==> src/rtl/gbnrx_pkg.sv <==
// ----------------------------------------------------------------------------
// gbnrx_pkg
// Shared types, register indexes and checksum helpers for the go-back-n
// receiver with checksum.
// ----------------------------------------------------------------------------
package gbnrx_pkg;

	// register indexes on the configuration port (byte address = 4 * index)
	localparam int REG_IDX_W = 2;
	localparam logic [REG_IDX_W-1:0] REG_CODE_DATA = 2'd0;
	localparam logic [REG_IDX_W-1:0] REG_CODE_ACK  = 2'd1;
	localparam logic [REG_IDX_W-1:0] REG_CODE_FIN  = 2'd2;
	localparam logic [REG_IDX_W-1:0] REG_START_SEQ = 2'd3;

	// reset values of the registers
	localparam logic [7:0] CODE_DATA_RST = 8'd0;
	localparam logic [7:0] CODE_ACK_RST  = 8'd1;
	localparam logic [7:0] CODE_FIN_RST  = 8'd2;
	localparam logic [7:0] START_SEQ_RST = 8'd0;

	// input item function codes
	localparam logic FUNC_WORD    = 1'b0;
	localparam logic FUNC_RESTART = 1'b1;

	// connection state
	typedef enum logic [1:0] {
		CONN_ESTABLISHED  = 2'd0,
		CONN_FIN_RECEIVED = 2'd1,
		CONN_CLOSED       = 2'd2
	} conn_state_t;

	typedef struct packed {
		logic [7:0] code_data;
		logic [7:0] code_ack;
		logic [7:0] code_fin;
		logic [7:0] start_seq;
	} cfg_t;

	typedef struct packed {
		logic        func;
		logic [15:0] word;
		logic        first;
		logic        last;
		logic [15:0] rx_checksum;
	} item_t;

	typedef struct packed {
		logic        ack_valid;
		logic [7:0]  ack_seq;
		logic [15:0] ack_checksum;
		logic        deliver;
		logic        fin_received;
		logic        checksum_bad;
	} result_t;

	// fold a 32-bit ones-complement sum twice and invert it
	function automatic logic [15:0] fold_invert(input logic [31:0] acc);
		logic [16:0] part;
		logic [15:0] folded;
		part   = {1'b0, acc[31:16]} + {1'b0, acc[15:0]};
		folded = part[15:0] + {15'd0, part[16]};
		return ~folded;
	endfunction

endpackage

==> src/rtl/gbnrx_apb_regs.sv <==
// ----------------------------------------------------------------------------
// gbnrx_apb_regs
// APB register file holding the packet type codes and the restart sequence
// number.
// ----------------------------------------------------------------------------
module gbnrx_apb_regs
	import gbnrx_pkg::*;
(
	input  logic        clk,
	input  logic        arst_n,
	input  logic        psel,
	input  logic        penable,
	input  logic        pwrite,
	input  logic [3:0]  paddr,
	input  logic [31:0] pwdata,
	output logic [31:0] prdata,
	output logic        pready,
	output cfg_t        cfg
);

	logic                 wr_en;
	logic [REG_IDX_W-1:0] idx;
	cfg_t                 cfg_q;

	assign pready = 1'b1;
	assign wr_en  = psel & penable & pwrite & pready;
	assign idx    = paddr[3:2];
	assign cfg    = cfg_q;

	// register write
	always_ff @(posedge clk or negedge arst_n) begin
		if (!arst_n) begin
			cfg_q.code_data <= CODE_DATA_RST;
			cfg_q.code_ack  <= CODE_ACK_RST;
			cfg_q.code_fin  <= CODE_FIN_RST;
			cfg_q.start_seq <= START_SEQ_RST;
		end else if (wr_en) begin
			unique case (idx)
				REG_CODE_DATA: cfg_q.code_data <= pwdata[7:0];
				REG_CODE_ACK:  cfg_q.code_ack  <= pwdata[7:0];
				REG_CODE_FIN:  cfg_q.code_fin  <= pwdata[7:0];
				REG_START_SEQ: cfg_q.start_seq <= pwdata[7:0];
				default:       cfg_q <= cfg_q;
			endcase
		end
	end

	// register read
	always_comb begin
		unique case (idx)
			REG_CODE_DATA: prdata = {24'd0, cfg_q.code_data};
			REG_CODE_ACK:  prdata = {24'd0, cfg_q.code_ack};
			REG_CODE_FIN:  prdata = {24'd0, cfg_q.code_fin};
			REG_START_SEQ: prdata = {24'd0, cfg_q.start_seq};
			default:       prdata = 32'd0;
		endcase
	end

endmodule

==> src/rtl/gbnrx_engine.sv <==
// ----------------------------------------------------------------------------
// gbnrx_engine
// Connection state, running checksum and per-packet verdict. Applies one
// registered item per cycle with fire high; forms the result for a last word.
// ----------------------------------------------------------------------------
module gbnrx_engine
	import gbnrx_pkg::*;
(
	input  logic    clk,
	input  logic    arst_n,
	input  cfg_t    cfg,
	input  item_t   item,
	input  logic    fire,
	output logic    res_valid,
	output result_t res
);

	conn_state_t conn_q, conn_next;
	logic [7:0]  exp_q, exp_next;
	logic [31:0] sum_q, sum_next;
	logic [7:0]  type_q, seq_q;
	logic [7:0]  type_cur, seq_cur;
	logic        bad, good_est, is_fin, is_data, in_order;
	logic [7:0]  exp_plus, seq_plus;

	// running sum and header of the packet including the current word
	always_comb begin
		if (item.first) begin
			sum_next = {16'd0, item.word};
			type_cur = item.word[15:8];
			seq_cur  = item.word[7:0];
		end else begin
			sum_next = sum_q + {16'd0, item.word};
			type_cur = type_q;
			seq_cur  = seq_q;
		end
	end

	// packet verdict
	assign bad      = fold_invert(sum_next) != item.rx_checksum;
	assign good_est = !bad && (conn_q == CONN_ESTABLISHED);
	assign is_fin   = good_est && (type_cur == cfg.code_fin);
	assign is_data  = good_est && !is_fin && (type_cur == cfg.code_data);
	assign in_order = seq_cur == exp_q;
	assign exp_plus = exp_q + 8'd1;
	assign seq_plus = seq_cur + 8'd1;

	// next connection state and expected sequence number
	always_comb begin
		conn_next = conn_q;
		exp_next  = exp_q;
		if (item.func == FUNC_RESTART) begin
			conn_next = CONN_ESTABLISHED;
			exp_next  = cfg.start_seq;
		end else if (item.last) begin
			if (is_fin) begin
				conn_next = CONN_FIN_RECEIVED;
				exp_next  = seq_plus;
			end else if (is_data && in_order) begin
				exp_next = exp_plus;
			end
		end
	end

	// result of a last word
	always_comb begin
		res_valid        = (item.func == FUNC_WORD) && item.last;
		res              = '0;
		res.checksum_bad = bad;
		res.fin_received = is_fin;
		if (is_data) begin
			res.ack_valid    = 1'b1;
			res.deliver      = in_order;
			res.ack_seq      = exp_next;
			res.ack_checksum = ~{cfg.code_ack, exp_next};
		end
	end

	// state registers
	always_ff @(posedge clk or negedge arst_n) begin
		if (!arst_n) begin
			conn_q <= CONN_ESTABLISHED;
			exp_q  <= 8'd0;
			sum_q  <= 32'd0;
			type_q <= 8'd0;
			seq_q  <= 8'd0;
		end else if (fire) begin
			conn_q <= conn_next;
			exp_q  <= exp_next;
			if (item.func == FUNC_RESTART) begin
				sum_q <= 32'd0;
			end else begin
				sum_q  <= sum_next;
				type_q <= type_cur;
				seq_q  <= seq_cur;
			end
		end
	end

endmodule

==> src/rtl/gbn_receiver_with_checksum.sv <==
// ----------------------------------------------------------------------------
// gbn_receiver_with_checksum
// Go-back-n receiver that checks the ones-complement checksum of each packet
// and decides on acknowledge, delivery and fin.
// ----------------------------------------------------------------------------
// Usage:
//   Slave stream: one 16-bit packet word per transaction, s_tlast on the last
//   word, which also carries the received checksum. s_tuser[0] = 1 restarts
//   the connection as established with the start_seq register value.
//   Master stream: one result transaction per last word, none otherwise.
//   APB port: four 8-bit registers (code_data, code_ack, code_fin, start_seq)
//   at byte addresses 0, 4, 8, 12; write them only while the block is idle.
// Pipeline: a word is registered at input, then processed into the output
//   register, from which the result of a last word is offered.
// Throughput: one word per cycle when not stalled; the add, fold and compare
//   of the checksum and the sequence check fit in the single processing stage.
// Reset: connection established, expected sequence zero, sum cleared,
//   registers back to their reset codes, both streams empty.
// Stall: when m_tready is low with a result pending, a word in the input
//   register is held there and s_tready is low; nothing is lost or repeated.
// ----------------------------------------------------------------------------
module gbn_receiver_with_checksum
	import gbnrx_pkg::*;
(
	input  logic        clk,
	input  logic        arst_n,
	// slave stream
	input  logic        s_tvalid,
	output logic        s_tready,
	input  logic [31:0] s_tdata,   // word[15:0], rx_checksum[31:16]
	input  logic [1:0]  s_tuser,   // func[0], first[1]
	input  logic        s_tlast,   // last
	// master stream
	output logic        m_tvalid,
	input  logic        m_tready,
	output logic [31:0] m_tdata,   // ack_valid[0], ack_seq[8:1], ack_checksum[24:9],
	                               // deliver[25], fin_received[26], checksum_bad[27]
	// configuration
	input  logic        psel,
	input  logic        penable,
	input  logic        pwrite,
	input  logic [3:0]  paddr,
	input  logic [31:0] pwdata,
	output logic [31:0] prdata,
	output logic        pready
);

	cfg_t    cfg;
	item_t   item_s1;
	logic    valid_s1;
	logic    out_free, s1_move, s_fire;
	logic    res_valid;
	result_t res;
	result_t res_s2;
	logic    valid_s2;

	gbnrx_apb_regs u_regs (
		.clk     (clk),
		.arst_n  (arst_n),
		.psel    (psel),
		.penable (penable),
		.pwrite  (pwrite),
		.paddr   (paddr),
		.pwdata  (pwdata),
		.prdata  (prdata),
		.pready  (pready),
		.cfg     (cfg)
	);

	// handshake control
	assign out_free = !valid_s2 || m_tready;
	assign s1_move  = valid_s1 && out_free;
	assign s_tready = !valid_s1 || out_free;
	assign s_fire   = s_tvalid && s_tready;

	// input register
	always_ff @(posedge clk or negedge arst_n) begin
		if (!arst_n) begin
			valid_s1 <= 1'b0;
		end else if (s_tready) begin
			valid_s1 <= s_tvalid;
		end
	end

	always_ff @(posedge clk) begin
		if (s_fire) begin
			item_s1.func        <= s_tuser[0];
			item_s1.first       <= s_tuser[1];
			item_s1.last        <= s_tlast;
			item_s1.word        <= s_tdata[15:0];
			item_s1.rx_checksum <= s_tdata[31:16];
		end
	end

	gbnrx_engine u_engine (
		.clk       (clk),
		.arst_n    (arst_n),
		.cfg       (cfg),
		.item      (item_s1),
		.fire      (s1_move),
		.res_valid (res_valid),
		.res       (res)
	);

	// output register
	always_ff @(posedge clk or negedge arst_n) begin
		if (!arst_n) begin
			valid_s2 <= 1'b0;
		end else if (out_free) begin
			valid_s2 <= s1_move && res_valid;
		end
	end

	always_ff @(posedge clk) begin
		if (s1_move && res_valid) begin
			res_s2 <= res;
		end
	end

	assign m_tvalid = valid_s2;
	assign m_tdata  = {4'd0, res_s2.checksum_bad, res_s2.fin_received, res_s2.deliver,
		res_s2.ack_checksum, res_s2.ack_seq, res_s2.ack_valid};

endmodule

==> config.mk <==
export PLATFORM = sky130hd
export DESIGN_NAME = gbn_receiver_with_checksum
export DESIGN_NICKNAME = d
export VERILOG_FILES = /design/src/rtl/gbnrx_pkg.sv /design/src/rtl/gbnrx_apb_regs.sv /design/src/rtl/gbnrx_engine.sv /design/src/rtl/gbn_receiver_with_checksum.sv
export SDC_FILE = /design/constraint.sdc
export NUM_CORES = 1
export LEC_CHECK = 0
export BUFFER_PORTS_ARGS = -buffer_cell sky130_fd_sc_hd__buf_2
export CORE_UTILIZATION = 55
export CTS_CLUSTER_SIZE = 20
export DETAILED_ROUTE_END_ITERATION = 10
export PLACE_DENSITY = 0.77
export RECOVER_POWER = 25
export SYNTH_ARGS = -nofsm -noshare
export SYNTH_HDL_FRONTEND = slang
export SYNTH_SLANG_ARGS = --single-unit
==> constraint.sdc <==
create_clock -name clk -period 10.35 [get_ports clk]
set_input_delay 0.5175 -clock clk [delete_from_list [all_inputs] [get_ports clk]]
set_output_delay 0.5175 -clock clk [all_outputs]
set_load 0.005 [all_outputs]
# [Word-level counts from Yosys, hierarchy flattened]
# Cells that the tools add are included.
[word_totals] output_inout_bits=67 elab_cells=77 regBits=155
[classes] bitwise_logic=5 n_reduce_logical=25 n_eq_ne=7 n_addsub=5 muxes=13
[ops] cell="case mux 32 bit (4 select lines)" count=1
[ops] cell="2-to-1 mux 32 bit" count=2
[ops] cell="2-to-1 mux 8 bit" count=6
[ops] cell="adder 32 x 16 -> 32 bit" count=1
[ops] cell="inverter 16 bit" count=2
[ops] cell="2-to-1 mux 26 bit" count=1
[ops] cell="== test 8 bit" count=3
[ops] cell="adder 16 x 16 -> 17 bit" count=1
[ops] cell="adder 16 x 1 -> 16 bit" count=1
[ops] cell="adder 8 x 1 -> 8 bit, second input constant" count=2
[ops] cell="!= test 16 bit" count=1
[ops] cell="AND reduction 2 bit" count=5
[ops] cell="logical AND 1 bit" count=9
[ops] cell="2-to-1 mux 2 bit" count=3
[ops] cell="== test 2 bit, second input constant" count=2
[ops] cell="zero test 1 bit" count=4
[ops] cell="zero test 2 bit" count=2
[ops] cell="nonzero test 2 bit" count=2
[ops] cell="AND reduction 3 bit" count=1
[ops] cell="AND 1 bit" count=2
[ops] cell="== test 2 x 1 -> 1 bit, second input constant" count=1
[ops] cell="logical OR 1 bit" count=2
[ops] cell="inverter 1 bit" count=1

# [Logic depth before layout (Yosys ltp)]
[logic_depth] depth_word=19 depth_mapped=42 mapped_depth_nobuf=40

# [Cells and area by module]
# From an unflattened synthesis, not the netlist that was laid out.
[unflattened] cells_unflattened=995 area_unflattened_um2=9939.5
[modules_own_cells] mod="gbnrx_engine" cells_per_inst=810 instances=1 seq_area_each_um2=1426.4 area_each_um2=6274.8
[modules_own_cells] mod="gbn_receiver_with_checksum" cells_per_inst=78 instances=1 seq_area_each_um2=1941.9 area_each_um2=2037.0
[modules_own_cells] mod="gbnrx_apb_regs" cells_per_inst=107 instances=1 seq_area_each_um2=803.3 area_each_um2=1627.8

# [Least setup slack after synthesis]
# No wires, ideal clock.
[synth_timing] path_kind="reg2reg" start="reg item_s1[18] (netlist bit)" end="reg res_s2 (netlist bit m_tdata[6]) (data pin)" setup_slack_ps=2496 n_path_buf=3 t_arrival_ps=7598 setup_time_ps=255 path_stages_with_launch=43 period_less_slack_ps=7854 cell_sequence="edfxtp_1 > ha_1 > inv_1 > fa_1 > nor2b_1 > o21ai_0 > a21boi_0 > o21ai_0 > a21boi_0 > o2111ai_1 > a31oi_1 > a31oi_1 > o21ai_0 > clkbuf_1 > xnor2_1 > nor2_1 > ha_1 > inv_1 > [7 not listed] > nor2_1 > o21ai_0 > nand2b_1 > ha_1 > nor2b_1 > o2111ai_1 > a21o_1 > or2_1 > clkbuf_1 > a2111oi_4 > nor4b_1 > nand3b_1 > a211oi_1 > nor4_4 > buf_2 > nand4_1 > a211o_1 > and3_1"
[synth_via] elab_chain_len=17
[synth_rtl] item="from (decl)" line="gbn_receiver_with_checksum.sv:49" text="item_t item_s1;"
[synth_rtl] item="adder 32 x 16 -> 32 bit" line="gbnrx_engine.sv:33" text="sum_next = sum_q + {16'd0, item.word};"
[synth_rtl] item="2-to-1 mux 32 bit" line="gbnrx_engine.sv:28" text="if (item.first) begin"
[synth_rtl] item="adder 16 x 16 -> 17 bit" line="gbnrx_pkg.sv:60" text="part = {1'b0, acc[31:16]} + {1'b0, acc[15:0]};"
[synth_rtl] item="adder 16 x 1 -> 16 bit" line="gbnrx_pkg.sv:61" text="folded = part[15:0] + {15'd0, part[16]};"
[synth_rtl] item="inverter 16 bit" line="gbnrx_pkg.sv:62" text="return ~folded;"
[synth_rtl] item="!= test 16 bit" line="gbnrx_engine.sv:40" text="assign bad = fold_invert(sum_next) != item.rx_checksum;"
[synth_rtl] item="zero test 1 bit" line="gbnrx_engine.sv:41" text="assign good_est = !bad && (conn_q == CONN_ESTABLISHED);"
[synth_rtl] item="logical AND 1 bit" line="gbnrx_engine.sv:41"
[synth_rtl] item="logical AND 1 bit" line="gbnrx_engine.sv:42" text="assign is_fin = good_est && (type_cur == cfg.code_fin);"
[synth_rtl] item="zero test 1 bit" line="gbnrx_engine.sv:43" text="assign is_data = good_est && !is_fin && (type_cur == cfg.code_data);"
[synth_rtl] item="logical AND 1 bit (2 in a row)" line="gbnrx_engine.sv:43"
[synth_rtl] item="logical AND 1 bit" line="gbnrx_engine.sv:59" text="end else if (is_data && in_order) begin"
[synth_rtl] item="2-to-1 mux 8 bit" line="gbnrx_engine.sv:59"
[synth_rtl] item="2-to-1 mux 8 bit" line="gbnrx_engine.sv:56" text="if (is_fin) begin"
[synth_rtl] item="2-to-1 mux 8 bit" line="gbnrx_engine.sv:55" text="end else if (item.last) begin"
[synth_rtl] item="2-to-1 mux 8 bit" line="gbnrx_engine.sv:52" text="if (item.func == FUNC_RESTART) begin"
[synth_rtl] item="to (signal assigned)" line="gbn_receiver_with_checksum.sv:116" text="res_s2 <= res;"
[synth_rtl] item="to (decl)" line="gbn_receiver_with_checksum.sv:54" text="result_t res_s2;"
# Several ways; a longest one is shown, not always the timed one.
# A chain may end at the register's enable or synchronous reset.

# [Final worst setup path]
[layout_timing] start="reg item_s1[18] (netlist bit)" end="reg u_engine.exp_q[7]"
[layout_via] elab_chain_len=17
[layout_rtl] item="adder 32 x 16 -> 32 bit" line="gbnrx_engine.sv:33"
[layout_rtl] item="2-to-1 mux 32 bit *" line="gbnrx_engine.sv:28"
[layout_rtl] item="adder 16 x 16 -> 17 bit *" line="gbnrx_pkg.sv:60"
[layout_rtl] item="adder 16 x 1 -> 16 bit *" line="gbnrx_pkg.sv:61"
[layout_rtl] item="inverter 16 bit *" line="gbnrx_pkg.sv:62"
[layout_rtl] item="!= test 16 bit *" line="gbnrx_engine.sv:40"
[layout_rtl] item="net u_engine.bad" line="gbnrx_engine.sv:23" text="logic bad, good_est, is_fin, is_data, in_order;"
[layout_rtl] item="zero test 1 bit *" line="gbnrx_engine.sv:41"
[layout_rtl] item="logical AND 1 bit *" line="gbnrx_engine.sv:41"
[layout_rtl] item="logical AND 1 bit" line="gbnrx_engine.sv:42"
[layout_rtl] item="zero test 1 bit" line="gbnrx_engine.sv:43"
[layout_rtl] item="logical AND 1 bit (2 in a row)" line="gbnrx_engine.sv:43"
[layout_rtl] item="logical AND 1 bit" line="gbnrx_engine.sv:59"
[layout_rtl] item="2-to-1 mux 8 bit" line="gbnrx_engine.sv:59"
[layout_rtl] item="2-to-1 mux 8 bit *" line="gbnrx_engine.sv:56"
[layout_rtl] item="2-to-1 mux 8 bit *" line="gbnrx_engine.sv:55"
[layout_rtl] item="2-to-1 mux 8 bit *" line="gbnrx_engine.sv:52"
[layout_rtl] item="to (signal assigned)" line="gbnrx_engine.sv:89" text="exp_q <= exp_next;"
[layout_rtl] item="to (decl)" line="gbnrx_engine.sv:19" text="logic [7:0] exp_q, exp_next;"
# The timed path passes the listed nets; every way through them passes the cells marked *.

==> impl_metrics.json <==
{
  "drive_gt1_frac": 0.186,
  "timing.rr.end": "u_engine.exp_q[7]",
  "setup_viol": 0,
  "htreeDepth": 4,
  "period_minus_slack_ns": 9.25,
  "initial_core_util": 0.570,
  "num_vias": 8059,
  "cts_root_buffer": "clkbuf_16",
  "postCtsHoldBufs": 0,
  "vias_per_cell": 6.17,
  "die-area_um2": 18700,
  "rrSetupSlack_ns": 1.10,
  "reg2reg_from": "item_s1[18]",
  "worstPathArrival_ns": 9.58,
  "cp_max_fo": 12,
  "slowest_stage": "a2111oi_2",
  "fin_tns_setup_ns": 0,
  "total_power_mw": 1.92,
  "grt_pass1_vias": 7646,
  "rsz0062_at_grt": "no",
  "cts_tree": "built",
  "drt-pass1-iter-count": 6,
  "drt_iter0_drc": 878,
  "finClkSkew_ns": 0.0121,
  "maxClockFrequency_ghz": 0.108,
  "wl_per_cell_um": 18.0,
  "design.core.area_um2": 17500,
  "async_flop_share": 0.591,
  "die_h_um": 137,
  "period_share": 0.894,
  "layout_common_cells": "dfrtp_1, buf_2, nor2_1",
  "io_buffers": 89,
  "failed_checks": "max-capacitance violations, max-slew violations",
  "synth_area_per_cell_um2": 10.1,
  "fill_cells": 1398,
  "met3_length_um": 1790,
  "antenna_found_initial": 0,
  "synth_edf_count": 63,
  "ys_ff_latch": 154,
  "irDropWorstVdd_uv": 136,
  "ys.flop_type": "dfrtp_1",
  "min_from": "s_tdata[12]",
  "ys_warn_count": 0,
  "start_kind": "flop",
  "insertion_delay_ns": 0.45,
  "syn_area_um2": 9990,
  "hold_violations": 0,
  "fin_cells": 1306,
  "clockBufferDepth": 2,
  "ant_nets": 0,
  "status": "finished with violations",
  "worst_slack_ns": 1.10,
  "syn_inst": 990,
  "p_leak_nw": 4.74,
  "fin_nets": 1184,
  "synth_cell_types": 82,
  "cap_violations": 2,
  "grt_pass1_wl_um": 38200,
  "rows": 48,
  "crit_start": "item_s1[18]",
  "slew_viol_final": 94,
  "holdPathEnd": "item_s1[30]",
  "clk_pin_slew_ns": 0.08,
  "drcViolationCount": 0,
  "grtUsageTotal": 0.266,
  "slowest_delay_ns": 0.57,
  "hp-class": "in2reg",
  "tightest_slew_ns": 2.96,
  "cts_buffers": 17,
  "critPathKind": "reg2reg",
  "cts_sinks": 154,
  "drt_wl_total_um": 23500,
  "dp.cells": 1272,
  "die_w_um": 137,
  "topRoutingLayerUsed": "met4",
  "grt_max_degree": 66,
  "dr_wl_met2_um": 10700,
  "p_per_area_nw_per_um2": 173,
  "io_pins": 145,
  "required_ns": 10.68,
  "grt-ovfl-total": 0,
  "gp_congestion": 0.927,
  "synth_area_leaders": "dfrtp_1, edfxtp_1, xnor2_1",
  "slew_headroom": -0.974,
  "wl_met1_um": 10500,
  "min_path_cells": 1,
  "num_antenna_cells": 0,
  "layout.cells.most_common": "dfrtp_1",
  "dpl.hpwl_um": 16500,
  "reg2regPathDepth": 40,
  "areaGrowthSynthToFinish_pct": 11.6,
  "synth-seq-area-share": 0.417,
  "post-synth-top-area-cell": "dfrtp_1",
  "cp-end-kind": "flop",
  "dpl_worst_slack_ns": 1.04,
  "synth_top_cell_area_share": 0.223,
  "holdWs_ns": 0.248
}
## cells in the mapped netlist (5+ instances only)
master	count
and3_1	25
a21oi_1	41
or3_1	14
mux4_2	8
mux2i_1	18
and2_1	10
clkbuf_1	34
a22oi_1	8
nor3b_1	7
a22o_1	19
edfxtp_1	63
a31oi_1	9
a21o_1	12
nand2b_1	8
o31ai_1	5
mux2_2	44
nand2_1	59
o21a_1	7
xor2_1	15
a211oi_1	11
o21ai_0	56
nand3_1	26
and4_1	5
xnor2_1	68
nor2_1	76
nor3_1	21
o21ai_1	5
dfrtp_1	89
nand4_1	12
ha_1	36
inv_1	38
nor4_1	10
o211ai_1	9
buf_4	29
## kinds of logic (layout without fill, tap and decap cells)
kind of cell | after synthesis | in the layout | share of synthesized area
AOI/OAI and AO/OA | 230 | 230 | 0.159
xor gates and xnor gates | 87 | 87 | 0.0811
adders and majority gates | 38 | 38 | 0.0491
buffers and inverters | 111 | 175 | 0.0530
DFF | 154 | 154 | 0.417
muxes | 70 | 70 | 0.0856
other | 2 | 29 | 0.000752
and+or+nand+nor | 298 | 298 | 0.154
## routing by layer
layer / vias up / global-route usage
li1: 3771 / -
met1: 3879 / 0.371
met2: 359 / 0.409
met3: 50 / 0.0559
met4: 0 / 0.0928
met5: - / 0
## state kept, by name, indices dropped and copies added (netlist names)
| register | count |
|---|---|
| u_engine.exp_q | 8 |
| valid_s1 | 1 |
| u_engine.conn_q | 1 |
| u_engine.sum_q | 32 |
| u_engine.seq_q | 8 |
| u_regs.cfg | 32 |
| item_s1 | 35 |
| u_engine.type_q | 8 |
| m_tdata | 28 |
| m_tvalid | 1 |
## worst max-delay path, delay by kind of cell (launching register included)
kind                       cells  cell delay, ns
AOI/OAI and AO/OA             17            4.07
and+or+nand+nor               11            2.36
adders and majority gates      6            1.57
buffers and inverters          5            0.66
DFF                            1            0.39
xor gates and xnor gates       1            0.08
## through the flow
| step | cell area [µm²] | util |
|---|---|---|
| 2_1_floorplan | 10100 | - |
| 3_3_place_gp | 10500 | 0.601 |
| 3_5_place_dp | 10500 | 0.601 |
| 4_1_cts | 11200 | 0.636 |
| 5_1_grt | 11200 | 0.636 |
| 6_report | 11200 | 0.636 |
## worst max-delay path by stage
stage                             end  slack (ns)  depth (start not counted)
CTS                 u_engine.exp_q[7]        0.87                         39
floorplan                  m_tdata[6]        2.50                         42
global placement    u_engine.exp_q[7]        1.22                         40
detailed placement  u_engine.exp_q[7]        1.04                         39
finish              u_engine.exp_q[7]        1.10                         40
global route               m_tdata[5]        0.43                         39
## power by group
part	internal [mW]	switching, mW	leakage (nW)
Combinational	0.227	0.268	2.69
Clock	0.330	0.312	0.298
Sequential	0.713	0.0750	1.75
Total	1.27	0.655	4.74
## final cells by class
class,instances,area (µm²),share of cell area
Multi-Input combinational cell,752,5400,0.484
Sequential cell,154,4170,0.374
Timing Repair Buffer,102,531,0.0476
Clock buffer,17,425,0.0382
Tap cell,225,282,0.0252
Clock inverter,15,191,0.0172
Inverter,41,154,0.0138
## timing repair
| action | 4_1_cts | 5_1_grt |
|---|---|---|
| resized for setup | 0 | 0 |
| endpoints found under the setup margin | 0 | 3 |
| setup buffers | 0 | 2 |
Note: power is estimated with default switching activity, not from simulation.
